**src/hdl/dssm_pkg.sv**
```systemverilog
// ----------------------------------------------------------------------------
// dssm_pkg: shared definitions for the dual stack shared memory core
// Widths, register defaults, command codes and the types that pass from the
// front end through the command queue to the back end.
// ----------------------------------------------------------------------------
package dssm_pkg;

  localparam int DEPTH_DEFAULT = 1024;
  localparam int CAP_W         = 11;
  localparam int CMD_W         = 2;
  localparam int DATA_W        = 32;
  localparam int CAP_RESET     = 10;
  localparam int QUEUE_DEPTH   = 2;

  // Command codes on the request channel
  localparam logic [CMD_W-1:0] CMD_PUSH = 2'd0;
  localparam logic [CMD_W-1:0] CMD_POP  = 2'd1;
  localparam logic [CMD_W-1:0] CMD_PEEK = 2'd2;

  // Operation class after decode; the unused code becomes a no-op
  typedef enum logic [1:0] {
    OP_PUSH,
    OP_POP,
    OP_PEEK,
    OP_NOP
  } op_t;

  typedef enum logic [1:0] {
    ST_OK    = 2'd0,
    ST_FULL  = 2'd1,
    ST_EMPTY = 2'd2
  } status_t;

  // One queued command
  typedef struct packed {
    op_t                       op;
    logic                      sel;
    logic signed [DATA_W-1:0]  value;
  } q_entry_t;

endpackage

```
**src/hdl/dssm_if.sv**
```systemverilog
// ----------------------------------------------------------------------------
// dssm_if: request and response channels
// Valid/ready channels; a transfer happens on a clock edge with both high.
// ----------------------------------------------------------------------------
interface dssm_req_if;
  logic                                  valid;
  logic                                  ready;
  logic [dssm_pkg::CMD_W-1:0]            command;
  logic                                  stack_select;
  logic signed [dssm_pkg::DATA_W-1:0]    push_value;

  modport source (output valid, command, stack_select, push_value, input ready);
  modport sink   (input valid, command, stack_select, push_value, output ready);
endinterface


```
**src/hdl/dssm_front.sv**
```systemverilog
// ----------------------------------------------------------------------------
// dssm_front: request intake and command queue
// Decode each request into an operation class and hold it in a short queue
// until the back end takes it.
// ----------------------------------------------------------------------------
module dssm_front (
  input  logic                clk,
  input  logic                rst,
  dssm_req_if.sink            req,
  output logic                q_valid,
  input  logic                q_ready,
  output dssm_pkg::q_entry_t  q_entry
);

  localparam int PW = $clog2(dssm_pkg::QUEUE_DEPTH);

  dssm_pkg::q_entry_t  ent [dssm_pkg::QUEUE_DEPTH];
  dssm_pkg::q_entry_t  dec;
  logic [PW-1:0]       wr_ptr;
  logic [PW-1:0]       rd_ptr;
  logic [PW:0]         count;
  logic                push;
  logic                pop;

  always_comb begin
    dec.sel   = req.stack_select;
    dec.value = req.push_value;
    unique case (req.command)
      dssm_pkg::CMD_PUSH: dec.op = dssm_pkg::OP_PUSH;
      dssm_pkg::CMD_POP:  dec.op = dssm_pkg::OP_POP;
      dssm_pkg::CMD_PEEK: dec.op = dssm_pkg::OP_PEEK;
      default:            dec.op = dssm_pkg::OP_NOP;
    endcase
  end

  assign req.ready = (count != (PW+1)'(dssm_pkg::QUEUE_DEPTH));
  assign q_valid   = (count != '0);
  assign q_entry   = ent[rd_ptr];
  assign push      = req.valid && req.ready;
  assign pop       = q_valid && q_ready;

  always_ff @(posedge clk) begin
    if (push) begin
      ent[wr_ptr] <= dec;
    end
  end

  always_ff @(posedge clk) begin
    if (rst) begin
      wr_ptr <= '0;
      rd_ptr <= '0;
      count  <= '0;
    end else begin
      if (push) begin
        wr_ptr <= wr_ptr + 1'b1;
      end
      if (pop) begin
        rd_ptr <= rd_ptr + 1'b1;
      end
      if (push && !pop) begin
        count <= count + 1'b1;
      end else if (pop && !push) begin
        count <= count - 1'b1;
      end
    end
  end

endmodule

```
**src/flat_wrapper.sv**
```systemverilog
// flat-port wrapper written by rule: the top's interface ports become plain ports
module dssm_front_flat 
  (clk, rst, q_valid, q_ready, q_entry, req_valid, req_command, req_stack_select, req_push_value, req_ready);
  dssm_req_if req_i ();
  input  logic clk;
  input  logic rst;
  output logic q_valid;
  input  logic q_ready;
  output dssm_pkg::q_entry_t q_entry;
  input wire logic [$bits(req_i.valid)-1:0] req_valid;
  input wire logic [$bits(req_i.command)-1:0] req_command;
  input wire logic [$bits(req_i.stack_select)-1:0] req_stack_select;
  input wire logic [$bits(req_i.push_value)-1:0] req_push_value;
  output wire logic [$bits(req_i.ready)-1:0] req_ready;
  assign req_i.valid = req_valid;
  assign req_i.command = req_command;
  assign req_i.stack_select = req_stack_select;
  assign req_i.push_value = req_push_value;
  assign req_ready = req_i.ready;
  dssm_front u_core (.clk(clk), .rst(rst), .req(req_i), .q_valid(q_valid), .q_ready(q_ready), .q_entry(q_entry));
endmodule
```
**config.mk**
```make
export PLATFORM = sky130hd
export DESIGN_NAME = dssm_front_flat
export DESIGN_NICKNAME = d
export VERILOG_FILES = /design/src/hdl/dssm_pkg.sv /design/src/hdl/dssm_if.sv /design/src/hdl/dssm_front.sv /design/src/flat_wrapper.sv
export SDC_FILE = /design/constraint.sdc
export NUM_CORES = 1
export LEC_CHECK = 0
export BUFFER_PORTS_ARGS = -buffer_cell sky130_fd_sc_hd__buf_4
export CORE_AREA = 4 4 78 116
export CTS_BUF_LIST = sky130_fd_sc_hd__clkbuf_4 sky130_fd_sc_hd__clkbuf_8 sky130_fd_sc_hd__clkbuf_16
export DETAILED_ROUTE_END_ITERATION = 6
export DIE_AREA = 0 0 82 120
export PLACE_DENSITY = 0.55
export SLEW_MARGIN = 25
export SYNTH_ARGS = -nofsm -noshare
export SYNTH_HDL_FRONTEND = slang
export SYNTH_SLANG_ARGS = --single-unit
```
**constraint.sdc**
```tcl
create_clock -name clk -period 4 [get_ports clk]
set_input_delay 0.2 -clock clk [delete_from_list [all_inputs] [get_ports clk]]
set_output_delay 0.2 -clock clk [all_outputs]
set_load 0.05 [all_outputs]
```
After elaboration in Yosys (flattened, before gate mapping)
Memory sizes are Yosys's and may differ from the RTL's. A register that Yosys moved wholly into a read port is not among the register bits.
Index checks and enable logic that the tools add are counted.
{ "op_classes": {"mul": 0, "n_shift": 0, "n_mux": 7, "magnitude_cmp": 0, "div": 0, "add_sub_neg": 4, "bitwise": 0, "n_eq_ne": 3, "n_reduce_logical": 9} }
{ "ops": {"columns": ["operator", "count"], "rows": [
  ["case mux 2 bit (3 select lines)", 1],
  ["logical AND 1 bit", 4],
  ["2-to-1 mux 1 bit", 4],
  ["2-to-1 mux 2 bit", 2],
  ["nonzero test 2 bit", 2],
  ["adder 1 bit, second input constant", 2],
  ["adder 2 x 1 -> 2 bit, second input constant", 1],
  ["== test 2 x 1 -> 1 bit, second input constant", 1],
  ["== test 2 bit, second input constant", 1],
  ["logical NOT 1 bit", 2],
  ["logical NOT 2 bit", 1],
  ["inequality test 2 bit, second input constant", 1],
  ["subtractor 2 x 1 -> 2 bit, second input constant", 1]
]} }
{ "totals": {"memories": 1, "rom_bits": 0, "output_inout_bits": 37, "ramBits": 70, "inputBits": 39, "ff_bits": 4, "latchBits": 0} }
{ "memory_table": {"columns": ["memory", "words", "width", "rd", "rd_ports_with_merged_regs", "write_ports", "line_no", "source"], "rows": [
  ["u_core.ent", 2, 35, 1, 1, 1, "dssm_front.sv:17", "dssm_pkg::q_entry_t ent [dssm_pkg::QUEUE_DEPTH];"]
]} }

Longest topological paths before layout
Gate-level depths: netlist (run 1).
{ "depth": {"word_depth": 6, "ltp_mapped": 6, "ltp_nobuf": 6} }

Worst setup path after synthesis (run 1)
Ideal clock, no wire load.
{ "synth_path": {"path_kind": "flip-flop to flip-flop", "from": "reg u_core.count[0]", "to": "mem u_core.ent[1][0] (netlist name), enable pin", "path_slack_ps": 1724, "required_time_ps": 3604, "setup_ps": 396, "t_arrival_ps": 1880, "path_buffers": 0, "stages_incl_launch_ff": 3, "period_less_slack_ps": 2276, "path_cell_list": "dfxtp_1 nand2b_1 and3_1"} }
{ "synth_between": {"elab_chain_len": 4} }
{ "synth_rtl": {"columns": ["item", "line_no", "source"], "rows": [
  ["start: declaration", "dssm_front.sv:21", "logic [PW:0] count;"],
  ["start signal: assignment", "dssm_front.sv:61", "count <= count + 1'b1;"],
  ["start signal: assignment", "dssm_front.sv:63", "count <= count - 1'b1;"],
  ["inequality test 2 bit", "dssm_front.sv:36", "assign req.ready = (count != (PW+1)'(dssm_pkg::QUEUE_DEPTH));"],
  ["net req_ready", "flat_wrapper.sv:14", "output wire logic [$bits(req_i.ready)-1:0] req_ready;"],
  ["logical AND 1 bit", "dssm_front.sv:39", "assign push = req.valid && req.ready;"],
  ["2-to-1 mux 1 bit", "dssm_front.sv:43", "if (push) begin"],
  ["2-to-1 mux 1 bit (implied by the code)", "dssm_front.sv:44", "ent[wr_ptr] <= dec;"],
  ["end: declaration", "dssm_front.sv:17", null]
]} }
The timed path passes the listed nets, and every way through them passes these cells.

==> metrics.cfg, run 1 <==
[hold_path]
hp-class=in -> reg

[sta]
min_period_ns=2.052
fin_worst_skew_ns=0.005401
hold_viol=0
max_freq_mhz=487.2
tns_ns=0
tightest_slew_ns=0.8691
setup_violations=0
rsz0062_at_grt=false
final.period_utilization_pct=51.31
maxSlewHeadroom_pct=42.06
slew_viol_final=0

[yosys]
syn_inst=135
synth.most_common_cell=edfxtp_1
yosysSeqAreaShare_pct=80.18
synth_fp_nets=175
synth_top_area_share_pct=76.54
synthFlopType=edfxtp_1
synth-seq-cells=75
synth_cell_types=18
synthTopCellsByArea=edfxtp_1, mux2_2, dfxtp_1, xor2_1, buf_2
syn-cell-area_sq_um=2746
synth.top_cells.by_count=edfxtp_1, mux2_2, dfxtp_1, buf_2
synth_enable_flop_cells=70
synth_top_area_cell=edfxtp_1
yosys_warnings=0
avgSynthCellArea_sq_um=20.34
ys_async_sr_fraction_pct=0

[grt]
grt_util_all_layers_pct=10.60
grt_pass1_vias=1555
grt_max_degree=36
grt_pass1_wl_mm=7.555
overflow=0
antenna_found_initial=0

[worst_setup_path]
max_stage_delay_ns=0.90
crit_required_ns=3.80
critPathMaxFanout=35
crit_family=flip-flops
cp-start-kind=flop
worstPathArrival_ns=1.85
path_buf_inv=1
critical_path_class=reg -> out
path_cells=mux2_2 -> buf_4
endpoint_kind=output pin
crit_slowest_cell=dfxtp_2

[drt]
drt_iter0_drc=67
num_vias=1442
ant_nets=0
drc=0
wirelength_mm=4.931
drt-pass1-iter-count=3
wl_per_cell_um=15.13
via_per_inst=4.423

[cells_and_area]
diodes=0
synthToLayoutAreaGrowth_pct=36.04
nFillCells=735
stdcell_count=326
finalNetCount=256
fin_util_pct=46.66
design_area_sq_um=3736
seq_area_sq_um=2203
multi_input_area_sq_um=514.2
drive_gt1_share_pct=58.37

[clock_tree]
clockBufferDepth=2
cts.clk_slew.worst_paths_ns=0.06
cts_resized=0
post-cts-setup-buffer-count=0
clock_latency_ns=0.32
cts_hold_buf=0
cts_made_buffers=9
h-tree-depth=3
cts_tree=yes
cts.sinks=75
cts-root-buf=clkbuf_16

[floorplanning]
rows=40
dieWidth_um=82
die_h_um=120
die_area_sq_um=9840
io_pins=76
initial_core_util_pct=34.30
coreArea_sq_um=8008

[pwr]
power_frac_seq_pct=37.7
clkPwrFrac_pct=29.3
switching_share_pct=34.10
power.internal_mw=1.857
combinationalPowerShare_pct=33.0
total_leakage_power_nw=1.400
ir_drop_v=0.0003248
switchingPower_mw=0.9610
p_per_area_nw_per_um2=754.3
fin_total_pwr_mw=2.818

[flow_run]
maxCapViolations=0

[placed_design]
placed_area_sq_um=3423
port_buffers=75
place.gp.congestion=0.6818
hpwl_mm=3.238
dp.cells=310

[status]
status=finished, final reports clean

worst register-to-register path, delay by kind of cell (launching register included):
kind / cells / cell delay (ns)
and+or+nand+nor: 2 / 0.33
DFF: 1 / 0.39
buffers and inverters: 2 / 0.86
path summary, 6_finish.rpt:
kind | from | endpoint | slack, ns | depth (start not counted)
worst max register to register | u_core.count[0] | u_core.ent[0][12] | 2.08 | 4
worst min-delay path | req_push_value[5] | u_core.ent[0][5] | 0.06 | 1
worst max-delay path | flop | q_entry[3] | 1.95 | 2
worst min register to register | u_core.rd_ptr | flop | 0.51 | 2
through the flow:
| stage | setup WS, ns | hold WS, ns |
|---|---|---|
| global route | 1.839 | 0.04164 |
| floorplan | 1.724 | 0.2691 |
| finish | 1.948 | 0.05799 |
| detailed placement | 2.046 | 0.3882 |
| CTS | 1.859 | 0.04462 |
| global placement | 2.084 | 0.3855 |
cell type report:
class | count | area share, %
Timing Repair Buffer | 76 | 15.27
Tap cell | 105 | 3.516
Sequential cell | 75 | 58.98
Clock buffer | 10 | 6.229
Clock inverter | 6 | 2.143
Multi-Input combinational cell | 53 | 13.76
Inverter | 1 | 0.1005
cells in the final DEF (no fill, tap or decap):
cell type / Yosys / routed
buf_4: 0 / 76
edfxtp_1: 70 / 70
mux2_2: 35 / 35
clkbuf_16: 0 / 9
dfxtp_1: 5 / 4
xor2_1: 3 / 3
nor2_1: 3 / 3
o21ai_0: 2 / 2
a21oi_1: 2 / 2
clkinv_1: 0 / 2
bufinv_16: 0 / 2
nand2b_1: 1 / 1
and2_1: 1 / 1
or2_2: 1 / 1
and3_2: 0 / 1
nand3b_1: 1 / 1
inv_1: 1 / 1
or3_1: 1 / 1
a21bo_2: 1 / 1
ha_1: 1 / 1
dfxtp_2: 0 / 1
clkbuf_4: 0 / 1
clkinv_2: 0 / 1
clkinvlp_4: 0 / 1
power by group through the flow:
stage	registers, mW	clock network, mW	logic [mW]
4_1_cts	1.07	0.844	0.946
2_1_floorplan	1.02	0	0.720
5_1_grt	1.08	0.881	0.985
3_3_place_gp	1.08	0	0.943
3_5_place_dp	1.08	0	0.943
6_report	1.06	0.825	0.931
routing by layer:
layer	vias up	part of all wire, %	GRT usage (%)
met5	-	0	0
met4	0	2.7	6.861
met3	12	7.3	3.679
met2	48	53	17.61
met1	699	37	10.98
li1	683	-	-
kinds of logic (layout without fill, tap and decap cells):
family,count (synthesis),count (layout),share of synthesized area [%]
simple gates,9,9,1.823
flops,75,75,80.18
mux,35,35,14.35
fa+ha+maj,1,1,0.4555
buf+inv,7,93,1.139
xor+xnor,3,3,0.9569
compound gates,5,5,1.093
flip-flops by register name (all words and copies together) (netlist names), named ones only:
signal / cells
u_core.rd_ptr: 1
u_core.wr_ptr: 1
u_core.ent: 70
u_core.count: 2
No activity file was read; power rests on OpenSTA's default activity.
==> run 2: changes to the inputs <==
Clock period 4 ns to 2.1 ns, I/O delays scaled along.
==> run 2 against run 1 <==
  * Flip-flop and latch count unchanged
  * Die area unchanged
  * Cell count up 12%
  * Critical path depth up 1
  * Core utilization up 5.3 points
  * Hold slack better by 0.037 ns
  * Clock skew down 0.0014 ns
  * Global-route usage up 1.2 points
  * Sequential share of layout area down 6.0 points
  * Combinational power up 110%
  * Worst setup slack worse by 1.6 ns
  * Critical endpoint is now q_entry[28]
==> metrics.cfg, run 2 (synthesis results as in run 1) <==
[clock_tree]
cts.sinks=75
h-tree-depth=3
clockBufferDepth=2
cts.clk_slew.worst_paths_ns=0.05
post-cts-setup-buffer-count=0
cts_made_buffers=9
cts_hold_buf=36
cts_tree=yes
clock_latency_ns=0.32
cts_resized=0
cts-root-buf=clkbuf_16

[cells_and_area]
fin_util_pct=51.95
drive_gt1_share_pct=51.74
finalNetCount=294
synthToLayoutAreaGrowth_pct=51.48
diodes=0
largest_reg_flops=70
final_cell_mix=buf_4, edfxtp_1, dlygate4sd3_1, mux2_2, clkbuf_16
nFillCells=692
design_area_sq_um=4160
regMostFlops=u_core.ent
final_common_cell=buf_4
reg.largest.list=u_core.ent: 70 flops, u_core.count: 2 flops

[floorplanning]
die_area_sq_um=9840
die_h_um=120
dieWidth_um=82
rows=40
coreArea_sq_um=8008
initial_core_util_pct=34.30
io_pins=76

[worst_setup_path]
reg2reg_from=u_core.count[0]
crit_required_ns=2.00
cp-start-kind=flop
worstPathArrival_ns=1.67
endpoint_kind=output pin
r2r_cells=5
critical_path_class=reg -> out
critPathMaxFanout=22
crit_end=q_entry[28]
r2r_setup_slack_ns=0.50
reg2reg_to=u_core.count[1]

[placed_design]
port_buffers=75
hpwl_mm=3.240
placed_area_sq_um=3480
place.gp.congestion=0.6758

[sta]
tightest_slew_ns=0.3814
setup_violations=0
min_period_ns=1.778
maxSlewHeadroom_pct=74.57
final.period_utilization_pct=84.66
hold_viol=0
slew_viol_final=0
tns_ns=0
fin_worst_skew_ns=0.003972
rsz0062_at_grt=false
max_freq_mhz=562.5

[drt]
drt-pass1-iter-count=4
ant_nets=0
num_vias=1544
drt_iter0_drc=69
wl_per_cell_um=14.30
via_per_inst=4.242
drc=0
wirelength_mm=5.206

[grt]
grt_util_all_layers_pct=11.78
grt_max_degree=36
antenna_found_initial=0
overflow=0
grt_pass1_wl_mm=8.307
grt_pass1_vias=1720

[pwr]
ir_drop_v=0.0006944
p_per_area_nw_per_um2=1308
total_leakage_power_nw=1.574

[hold_path]
worstHoldStart=req_valid
hp-class=in -> reg

[status]
status=finished, final reports clean

[flow_run]
maxCapViolations=0

[run 2: cell count changes in the layout (fill, tap and decap cells not counted)]
| cell | previous run | this run |
|---|---|---|
| clkinv_1 | 2 | 0 |
| inv_1 | 1 | 0 |
| buf_4 | 76 | 75 |
| clkbuf_8 | 0 | 4 |
| clkbuf_16 | 9 | 10 |
| clkbuf_4 | 1 | 2 |
| dlygate4sd3_1 | 0 | 36 |
| clkinv_2 | 1 | 0 |
| buf_12 | 0 | 3 |
| bufinv_16 | 2 | 0 |
[run 2: where the power goes]
part / total [mW] / internal [mW] / switching [mW]
clock network: 1.54 / 1.03 / 0.509
registers: 1.97 / 1.87 / 0.0925
logic: 1.94 / 0.711 / 1.23
total: 5.44 / 3.61 / 1.83
[run 2: worst min path at each step]
stage | cells past startpoint | slack [ns] | end
after floorplan | 1 | 0.17 | u_core.count[1]
after global placement | 1 | 0.29 | u_core.ent[1][24]
after detailed placement | 1 | 0.29 | u_core.ent[0][31]
after CTS | 3 | 0.08 | u_core.wr_ptr
after global routing | 3 | 0.11 | u_core.wr_ptr
final | 3 | 0.1 | u_core.wr_ptr
[run 2: routing by layer]
layer	vias to the layer above	GRT usage (%)	wire length, um
met5	-	0	0
met4	0	6.549	102
met3	7	3.303	215
met2	38	20.55	2927
met1	738	12.28	1961
li1	761	-	-
[run 2: final cells by class]
type / count / area, sq um / area share [%]
Sequential cell: 75 / 2203 / 52.96
Timing Repair Buffer: 114 / 983.4 / 23.64
Multi-Input combinational cell: 53 / 514.2 / 12.36
Clock buffer: 16 / 320.3 / 7.699
Tap cell: 105 / 131.4 / 3.158
Inverter: 1 / 7.507 / 0.1805
[run 2: worst max-delay path, stage by stage (launching register included)]
cell     delay, ns
dfxtp_2       0.56
buf_12        0.23
mux2_2        0.36
buf_4         0.19
[run 2: metrics by stage]
stage	setup slack, ns	power, mW	hold WS (ns)	cells
after global routing	0.2309	5.691	0.1098	364
after floorplan	0.1417	3.320	0.1741	135
final	0.3222	5.440	0.09514	364
after detailed placement	0.5046	3.913	0.2924	312
after CTS	0.2654	5.529	0.08085	364
after global placement	0.5434	3.907	0.2914	312
